<file path="src/rtl/core/bertlv_pkg.sv">
// Shared byte-role and error codes for the BER-TLV stream parser.
package bertlv_pkg;

   typedef enum logic [2:0] {
      ROLE_TCODE = 3'd0,
      ROLE_TLEN  = 3'd1,
      ROLE_TAG   = 3'd2,
      ROLE_LEN   = 3'd3,
      ROLE_VALUE = 3'd4,
      ROLE_TRAIL = 3'd5
   } role_type;

   typedef enum logic [1:0] {
      ERR_NONE     = 2'd0,
      ERR_TAG_LONG = 2'd1,
      ERR_LEN_WIDE = 2'd2,
      ERR_TRUNC    = 2'd3
   } err_type;

   localparam logic [7:0] TEMPLATE_LO  = 8'hE0;
   localparam logic [7:0] TEMPLATE_HI  = 8'hE9;
   localparam logic [4:0] TAG_MORE_LOW = 5'h1F;

   typedef struct packed {
      role_type    role;
      err_type     err;
      logic        done;
      logic [7:0]  data;
      logic [31:0] tag;
      logic [31:0] len;
      logic [7:0]  tmpl;
   } result_type;

endpackage

</file>
<file path="src/rtl/core/ber_tlv_stream_parser_core.sv">
// BER-TLV stream parser: classifies each frame byte and decodes tags and lengths.
//
// The parser takes one frame byte per word and returns one result word per byte,
// naming the role of the byte (template code, template length, tag, length,
// value or ignored trailing byte) together with the tag collected so far, the
// decoded value length, the frame's template code and an error code. The parse
// state and the result register update together on the accepting edge, so a
// new word is taken every cycle while the result register is empty or being
// read, and the result is valid in the cycle after the byte is accepted.
// A frame starting with E0 to E9 is parsed as a template whose length
// bounds the items; a tag longer than MAX_TAG_BYTES, a length field wider than
// MAX_LEN_BYTES, or an unfinished item at frame end is flagged on that byte.
module ber_tlv_stream_parser_core
   import bertlv_pkg::*;
#(
   parameter int MAX_TAG_BYTES = 4,
   parameter int MAX_LEN_BYTES = 4
) (
   input  logic        clock,
   input  logic        reset,
   input  logic        req_tvalid,
   output logic        req_tready,
   input  logic [7:0]  req_tdata,   // data_byte
   input  logic        req_tuser,   // frame_first
   input  logic        req_tlast,   // frame_last
   output logic        rsp_tvalid,
   input  logic        rsp_tready,
   output logic [79:0] rsp_tdata,   // byte_out, tag_code, value_length, template_code
   output logic [4:0]  rsp_tuser,   // byte_role, error_code
   output logic        rsp_tlast    // item_done
);

   localparam int TagCntW = $clog2(MAX_TAG_BYTES + 1);
   localparam int LenCntW = $clog2(MAX_LEN_BYTES + 1);
   localparam logic [TagCntW-1:0] MaxTagCnt = TagCntW'(MAX_TAG_BYTES);
   localparam logic [6:0]         MaxLenN   = 7'(MAX_LEN_BYTES);

   typedef enum logic [2:0] {
      PH_IDLE, PH_TLEN, PH_TAG, PH_LEN, PH_VALUE, PH_TRAIL
   } phase_type;

   phase_type          phase_ff, phase_in;
   logic               intpl_ff, intpl_in;
   logic [7:0]         tid_ff, tid_in;
   logic [31:0]        span_ff, span_in;
   logic [31:0]        cons_ff, cons_in;
   logic [31:0]        tacc_ff, tacc_in;
   logic [TagCntW-1:0] tcnt_ff, tcnt_in;
   logic [31:0]        lacc_ff, lacc_in;
   logic [LenCntW-1:0] lleft_ff, lleft_in;
   logic [31:0]        vleft_ff, vleft_in;

   logic               rsp_valid_ff;
   result_type         rsp_ff, rsp_in;
   logic               accept;

   assign req_tready = !rsp_valid_ff || rsp_tready;
   assign accept     = req_tvalid && req_tready;

   always_comb begin
      logic [7:0] b;
      logic [6:0] n;
      logic       handled;
      logic       done;
      role_type   role;
      err_type    err;

      b        = req_tdata;
      n        = req_tdata[6:0];
      handled  = 1'b0;
      done     = 1'b0;
      role     = ROLE_TRAIL;
      err      = ERR_NONE;
      phase_in = phase_ff;
      intpl_in = intpl_ff;
      tid_in   = tid_ff;
      span_in  = span_ff;
      cons_in  = cons_ff;
      tacc_in  = tacc_ff;
      tcnt_in  = tcnt_ff;
      lacc_in  = lacc_ff;
      lleft_in = lleft_ff;
      vleft_in = vleft_ff;

      if (req_tuser || phase_ff == PH_IDLE) begin
         intpl_in = 1'b0;
         tid_in   = '0;
         span_in  = '0;
         cons_in  = '0;
         tacc_in  = '0;
         tcnt_in  = '0;
         lacc_in  = '0;
         lleft_in = '0;
         vleft_in = '0;
         if (b inside {[TEMPLATE_LO:TEMPLATE_HI]}) begin
            tid_in   = b;
            intpl_in = 1'b1;
            phase_in = PH_TLEN;
            role     = ROLE_TCODE;
            handled  = 1'b1;
         end else begin
            phase_in = PH_TAG;
         end
      end

      if (!handled) begin
         case (phase_in)
            PH_TLEN: begin
               role = ROLE_TLEN;
               if (lleft_in == '0) begin
                  if (b[7]) begin
                     if (n > MaxLenN) begin
                        err      = ERR_LEN_WIDE;
                        phase_in = PH_TRAIL;
                     end else begin
                        span_in  = '0;
                        lleft_in = LenCntW'(n);
                        if (n == 7'd0) begin
                           cons_in  = '0;
                           phase_in = PH_TRAIL;
                        end
                     end
                  end else begin
                     span_in  = {24'd0, b};
                     cons_in  = '0;
                     phase_in = (b == 8'd0) ? PH_TRAIL : PH_TAG;
                     tcnt_in  = '0;
                  end
               end else begin
                  span_in  = {span_in[23:0], b};
                  lleft_in = lleft_in - 1'b1;
                  if (lleft_in == '0) begin
                     cons_in  = '0;
                     tcnt_in  = '0;
                     phase_in = (span_in == '0) ? PH_TRAIL : PH_TAG;
                  end
               end
            end
            PH_TAG, PH_LEN, PH_VALUE: begin
               if (intpl_in && cons_in != 32'hFFFF_FFFF) begin
                  cons_in = cons_in + 32'd1;
               end
               if (phase_in == PH_TAG) begin
                  role = ROLE_TAG;
                  if (tcnt_in == '0) begin
                     tacc_in = {24'd0, b};
                     lacc_in = '0;
                     tcnt_in = TagCntW'(1);
                     if (b[4:0] != TAG_MORE_LOW) begin
                        phase_in = PH_LEN;
                        lleft_in = '0;
                     end
                  end else if (tcnt_in >= MaxTagCnt) begin
                     err      = ERR_TAG_LONG;
                     phase_in = PH_TRAIL;
                  end else begin
                     tacc_in = {tacc_in[23:0], b};
                     tcnt_in = tcnt_in + 1'b1;
                     if (!b[7]) begin
                        phase_in = PH_LEN;
                        lleft_in = '0;
                     end
                  end
               end else if (phase_in == PH_LEN) begin
                  role = ROLE_LEN;
                  if (lleft_in == '0) begin
                     if (b[7]) begin
                        lacc_in = '0;
                        if (n > MaxLenN) begin
                           err      = ERR_LEN_WIDE;
                           phase_in = PH_TRAIL;
                        end else if (n == 7'd0) begin
                           vleft_in = '0;
                           done     = 1'b1;
                        end else begin
                           lleft_in = LenCntW'(n);
                        end
                     end else begin
                        lacc_in  = {24'd0, b};
                        vleft_in = lacc_in;
                        if (lacc_in == '0) done = 1'b1;
                        else phase_in = PH_VALUE;
                     end
                  end else begin
                     lacc_in  = {lacc_in[23:0], b};
                     lleft_in = lleft_in - 1'b1;
                     if (lleft_in == '0) begin
                        vleft_in = lacc_in;
                        if (lacc_in == '0) done = 1'b1;
                        else phase_in = PH_VALUE;
                     end
                  end
               end else begin
                  role = ROLE_VALUE;
                  if (vleft_in != '0) vleft_in = vleft_in - 32'd1;
                  if (vleft_in == '0) done = 1'b1;
               end
               if (done) begin
                  if (intpl_in && cons_in >= span_in) begin
                     phase_in = PH_TRAIL;
                  end else begin
                     phase_in = PH_TAG;
                     tcnt_in  = '0;
                  end
               end
            end
            default: begin
               role = ROLE_TRAIL;
            end
         endcase
      end

      if (req_tlast) begin
         if (err == ERR_NONE &&
             (phase_in == PH_TLEN || phase_in == PH_LEN || phase_in == PH_VALUE ||
              (phase_in == PH_TAG &&
               (tcnt_in != '0 || (intpl_in && cons_in < span_in))))) begin
            err = ERR_TRUNC;
         end
         phase_in = PH_IDLE;
      end

      rsp_in.role = role;
      rsp_in.err  = err;
      rsp_in.done = done;
      rsp_in.data = b;
      rsp_in.tag  = (role == ROLE_TCODE || role == ROLE_TLEN) ? 32'd0 : tacc_in;
      rsp_in.len  = (role == ROLE_TCODE || role == ROLE_TLEN) ? span_in : lacc_in;
      rsp_in.tmpl = tid_in;
   end

   always_ff @(posedge clock) begin
      if (reset) begin
         phase_ff     <= PH_IDLE;
         intpl_ff     <= 1'b0;
         tid_ff       <= '0;
         span_ff      <= '0;
         cons_ff      <= '0;
         tacc_ff      <= '0;
         tcnt_ff      <= '0;
         lacc_ff      <= '0;
         lleft_ff     <= '0;
         vleft_ff     <= '0;
         rsp_valid_ff <= 1'b0;
      end else begin
         if (accept) begin
            phase_ff <= phase_in;
            intpl_ff <= intpl_in;
            tid_ff   <= tid_in;
            span_ff  <= span_in;
            cons_ff  <= cons_in;
            tacc_ff  <= tacc_in;
            tcnt_ff  <= tcnt_in;
            lacc_ff  <= lacc_in;
            lleft_ff <= lleft_in;
            vleft_ff <= vleft_in;
         end
         if (accept) begin
            rsp_valid_ff <= 1'b1;
         end else if (rsp_tready) begin
            rsp_valid_ff <= 1'b0;
         end
      end
   end

   always_ff @(posedge clock) begin
      if (accept) begin
         rsp_ff <= rsp_in;
      end
   end

   assign rsp_tvalid = rsp_valid_ff;
   assign rsp_tdata  = {rsp_ff.tmpl, rsp_ff.len, rsp_ff.tag, rsp_ff.data};
   assign rsp_tuser  = {rsp_ff.err, rsp_ff.role};
   assign rsp_tlast  = rsp_ff.done;

   // An item can only complete on a length or value byte.
   assert property (@(posedge clock) disable iff (reset)
      rsp_valid_ff && rsp_ff.done |-> rsp_ff.role == ROLE_LEN || rsp_ff.role == ROLE_VALUE)
      else $error("item completion on a byte that is not length or value");

   // A tag that is too long is reported on a tag byte.
   assert property (@(posedge clock) disable iff (reset)
      rsp_valid_ff && rsp_ff.err == ERR_TAG_LONG |-> rsp_ff.role == ROLE_TAG)
      else $error("tag error reported on a byte that is not a tag");

   // A length field that is too wide is reported on a length byte.
   assert property (@(posedge clock) disable iff (reset)
      rsp_valid_ff && rsp_ff.err == ERR_LEN_WIDE |->
         rsp_ff.role == ROLE_TLEN || rsp_ff.role == ROLE_LEN)
      else $error("length error reported on a byte that is not a length");

   // The parser only waits for value bytes while some are still owed.
   assert property (@(posedge clock) disable iff (reset)
      phase_ff == PH_VALUE |-> vleft_ff != '0)
      else $error("value phase with no value bytes left");

   // A template code word echoes its own byte as the template code.
   assert property (@(posedge clock) disable iff (reset)
      rsp_valid_ff && rsp_ff.role == ROLE_TCODE |-> rsp_ff.tmpl == rsp_ff.data)
      else $error("template code does not match its byte");

endmodule

</file>
<file path="config.mk">
export PLATFORM = sky130hd
export DESIGN_NAME = ber_tlv_stream_parser_core
export DESIGN_NICKNAME = d
export VERILOG_FILES = /design/src/rtl/core/bertlv_pkg.sv /design/src/rtl/core/ber_tlv_stream_parser_core.sv
export SDC_FILE = /design/constraint.sdc
export NUM_CORES = 1
export LEC_CHECK = 0
export CORE_MARGIN = 2
export CORE_UTILIZATION = 65
export DETAILED_ROUTE_END_ITERATION = 6
export DONT_BUFFER_PORTS = 1
export PLACE_DENSITY = 0.81
export SETUP_SLACK_MARGIN = 0.3
export SLEW_MARGIN = 0
export SYNTH_ARGS = -nofsm -noshare
export SYNTH_HDL_FRONTEND = slang
export SYNTH_SLANG_ARGS = --single-unit
</file>
<file path="constraint.sdc">
create_clock -name clock -period 11.7 [get_ports clock]
set_input_delay 1.17 -clock clock [delete_from_list [all_inputs] [get_ports clock]]
set_output_delay 1.17 -clock clock [all_outputs]
set_load 0.005 [all_outputs]
</file>
======== Word level (Yosys, flattened, before mapping) ========
Cells that the tools add are included.
operators by class
  muxes and demuxes ....................... 136
  add/sub/neg operators ................... 4
  bitwise gates (word level) .............. 1
  equality and inequality tests ........... 11
  order comparisons ....................... 6
  reductions and logical operators ........ 31
operators with widths
  kind                     count
  $mux W32                 45
  $mux W3                  54
  $logic_not A32 Y1        3
  $pmux W32 S2             1
  $add A32 B1 Y32 const B  1
  $ge A32 B32 Y1           1
  $lt A32 B32 Y1           1
  $ne A32 B32 Y1 const B   1
  $reduce_bool A32 Y1      1
  $sub A32 B1 Y32 const B  1
  $pmux W3 S2              4
  $mux W1                  19
  $mux W2                  9
  $mux W8                  2
  $logic_not A3 Y1         5
  $eq A3 B2 Y1 const B     4
  $eq A3 B1 Y1 const B     3
  $ge A8 B8 Y1 const B     1
  $le A8 B8 Y1 const B     1
  $logic_not A8 Y1         1
  $gt A7 B3 Y1 const B     1
  $logic_and A1 B1 Y1      7
  $logic_not A7 Y1         1
  $logic_or A1 B1 Y1       7
  14 further kinds         15
storage, ports and cells
  register bits after elaboration ......... 265
  output and inout port bits .............. 88
  logic and storage cells ................. 207

======== Longest topological paths before layout ========
  depth in word-level cells ............... 25
  gate-level depth with buffers ........... 32
  mapped depth without buffers ............ 27

======== Worst setup path after synthesis ========
No wires, ideal clock.
  kind .................................... input -> register
  start point ............................. input port req_tuser
  end point ............................... register rsp_ff (netlist bit rsp_tuser[4]) (data pin)
  data required time ...................... 11.435 ns
  setup time .............................. 0.265 ns
  arrival ................................. 6.540 ns
  setup slack ............................. 4.895 ns
  stages .................................. 30
  path buffers ............................ 5
  path through ............................ clkbuf_1 > nor2_1 > clkbuf_1 > clkbuf_1 > clkbuf_1 > nand2_1 > inv_1 > ha_1 > nand3_1 > nor3_1 > and4_1 > and3b_1 > and4_1 > clkbuf_1 > and3_1 > nand3_1 > or3_1 > a21oi_1 > a22o_1 > ha_1 > nand4_1 > nor3_1 > nand3_1 > or3_1 > a211o_1 > a21oi_1 > o211a_1 > o211a_1 > o211a_1 > a21oi_1
RTL lines
  what                  line                               text
  start, declared       ber_tlv_stream_parser_core.sv:24   input logic req_tuser,
  end signal, assigned  ber_tlv_stream_parser_core.sv:268  rsp_ff <= rsp_in;
  end, declared         ber_tlv_stream_parser_core.sv:54   result_type rsp_ff, rsp_in;

==> impl_metrics.ini <==
[synth]
synth-edff-count = 86
postSynth.asyncResetShare = 0
synthTopCellsByCount = 326 x nand2_1, 285 x nor2_1, 229 x a21oi_1
yosys_most_used_dff = dfxtp_1
ys_seq_area_frac = 0.368
syn_inst = 2185
synth_area_leaders = dfxtp_1 21%, edfxtp_1 15%, nand2_1 7.3%
netlist_area_mm2 = 0.0167
synthesis.nets = 2269
yosysWarnings = 0
ys_seq_elements = 265
yosysMostFrequentCell = nand2_1
yosys.area.top_type_share = 0.214
avgSynthCellArea_um2 = 7.66
yosysTopAreaCell = dfxtp_1
synth_cell_types = 70

[clocking]
numClockSinks = 265
clk_latency_ns = 0.58
cts_tree = built
hold_buffers = 0
numCtsBuffers = 28
cts_setup_buffers = 0
cts_resized = 0
cts.htree.levels = 1
clk_pin_slew_ns = 0.07
cts.path.max_buffers = 3
cts_root_buffer = clkbuf_16

[global_route]
antenna_found_initial = 0
grt_overflow = 0
grt_pass1_vias = 15700
globalRouteTotalUtil = 0.419
grt_pass1_wl_um = 89200
grt_max_degree = 180

[worst_hold_path]
hp-class = register to register

[critical_path]
cpPeakStageDelay_ns = 0.85
worstPathRequired_ns = 12.02
crit_top_cell = buf_4
critPathMaxFanout = 68
worstSetupStartpointType = register
path_class = register to register
endpoint_kind = register
cp.arrival_ns = 7.61
slowest_stage = nor2_1

[layout]
nets = 2138
drive_above_1_share = 0.0477
syn2layout_area_growth_pct = 5.31
stdcell_area_mm2 = 0.0176
antennaDiodeCount = 0

[timing]
slew_violations = 0
fmax_mhz = 137
finalHoldViolations = 0
setup_viol_count_final = 0
tightest_slew_ns = 1.27
rsz0062_at_grt = no
relSlewSlack = 0.153
fin_skew_ns = 0.0224
finalCritPeriodShare = 0.623
tns_ns = 0
period_needed_ns = 7.28

[placed_design]
dpl_cell_area_mm2 = 0.0167
gp_congestion = 0.999
place_hpwl_um = 38000
portBuffers = 0

[die]
fp-row-count = 58
start_util = 0.663
dieArea_mm2 = 0.0271
pin_count = 102
die_w_um = 164
coreArea_mm2 = 0.0253
die_h_um = 164

[routing]
wl_um = 57900
drtAntennaViolNets = 0
via_per_inst = 7.24
post-route-drc-count = 0
drt-pass1-iter-count = 7
drt_iter0_markers = 3526
num_vias = 17400
wl_per_cell_um = 24.1

[power]
ir_worst_vdd_v = 0.000173
pwr_density_cell_mw_per_mm2 = 128
power.leakage_nw = 6.22

[flow_run]
drv_cap = 0

[status]
status = completed
## final timing paths
kind                                               start                endpoint  slack [ns]  depth (start not counted)
worst max-delay path            phase_ff[1]$_SDFFE_PP0P_  rsp_tuser[4]$_DFFE_PP_        4.42                         26
worst min-delay path              tid_ff[7]$_SDFFE_PP0P_  tid_ff[7]$_SDFFE_PP0P_        0.46                          2
worst max register to register  phase_ff[1]$_SDFFE_PP0P_  rsp_tuser[4]$_DFFE_PP_        4.42                         26
worst min register to register    tid_ff[7]$_SDFFE_PP0P_  tid_ff[7]$_SDFFE_PP0P_        0.46                          2
## cell type report
type	instances	area [um^2]
Clock buffer	35	757
Clock inverter	17	184
Fill cell	2113	7630
Inverter	32	128
Multi-Input combinational cell	1698	9760
Sequential cell	265	6170
Tap cell	330	413
Timing Repair Buffer	29	218
## kinds of logic after synthesis
logic type               after synthesis  synth area share
adder cells (fa/ha/maj)               70            0.0523
AND/OR/NAND/NOR                      917             0.247
flip-flops                           265             0.368
multiplexers                           4           0.00239
buffers and inverters                222            0.0514
AO/OA/AOI/OAI                        670             0.260
XOR/XNOR                              37            0.0194
## cell usage in the layout (no fill, tap or decap), types with 5 or more instances in the layout
master	n
and4_1	9
o221ai_1	31
a32o_1	7
a211oi_1	34
clkbuf_16	28
edfxtp_1	86
a22oi_1	55
o21ai_0	98
nor2_1	284
and2_1	10
nand3_1	63
ha_1	70
o31ai_1	7
and3_1	46
nor2b_1	10
a311oi_1	8
a211o_1	5
dfxtp_1	179
nand2_1	323
a32oi_1	28
xor2_1	22
a21o_1	17
a22o_1	25
buf_4	29
o311ai_0	5
nand4_1	29
or3_1	21
nand2b_1	6
a21oi_1	228
a221oi_1	10
xnor2_1	15
a31oi_1	29
o22ai_1	11
inv_1	31
nor3_1	56
o21a_1	31
clkinvlp_4	5
nor4_1	26
or4_1	11
## metrics by stage
step / setup slack [ns] / cells / hold slack, ns / util / power [mW]
finish: 4.42 / 2406 / 0.458 / 0.698 / 2.26
floorplan: 4.90 / 2185 / 0.422 / - / 1.27
CTS: 4.80 / 2406 / 0.451 / 0.698 / 2.25
detailed placement: 4.46 / 2354 / 0.443 / 0.661 / 1.35
global route: 4.12 / 2406 / 0.472 / 0.698 / 2.32
global placement: 4.70 / 2354 / 0.430 / 0.661 / 1.34
## where the power goes
group	leakage, nW	internal [mW]	switching, mW	total [mW]
Sequential	2.32	0.990	0.0351	1.03
Clock	0.443	0.510	0.407	0.918
Combinational	3.46	0.0946	0.225	0.319
## registers in the layout, summed over array words and instances (netlist names)
name        count
rsp_tdata      80
cons_ff        32
lacc_ff        32
span_ff        32
tacc_ff        32
vleft_ff       32
tid_ff          8
rsp_tuser       5
lleft_ff        3
phase_ff        3
tcnt_ff         3
intpl_ff        1
rsp_tlast       1
rsp_tvalid      1
## critical path, delay by kind of cell (launching register included)
family	cells	cell delay, ns
adder cells (fa/ha/maj)	2	0.39
buffers and inverters	5	1.91
AO/OA/AOI/OAI	10	1.61
flip-flops	1	0.56
AND/OR/NAND/NOR	9	2.54
## routing by layer
layer,GRT usage,share of wire
met1,0.581,0.39
met2,0.625,0.43
met3,0.0859,0.13
met4,0.204,0.053
met5,0,0
(Power assumes the default switching activity.)
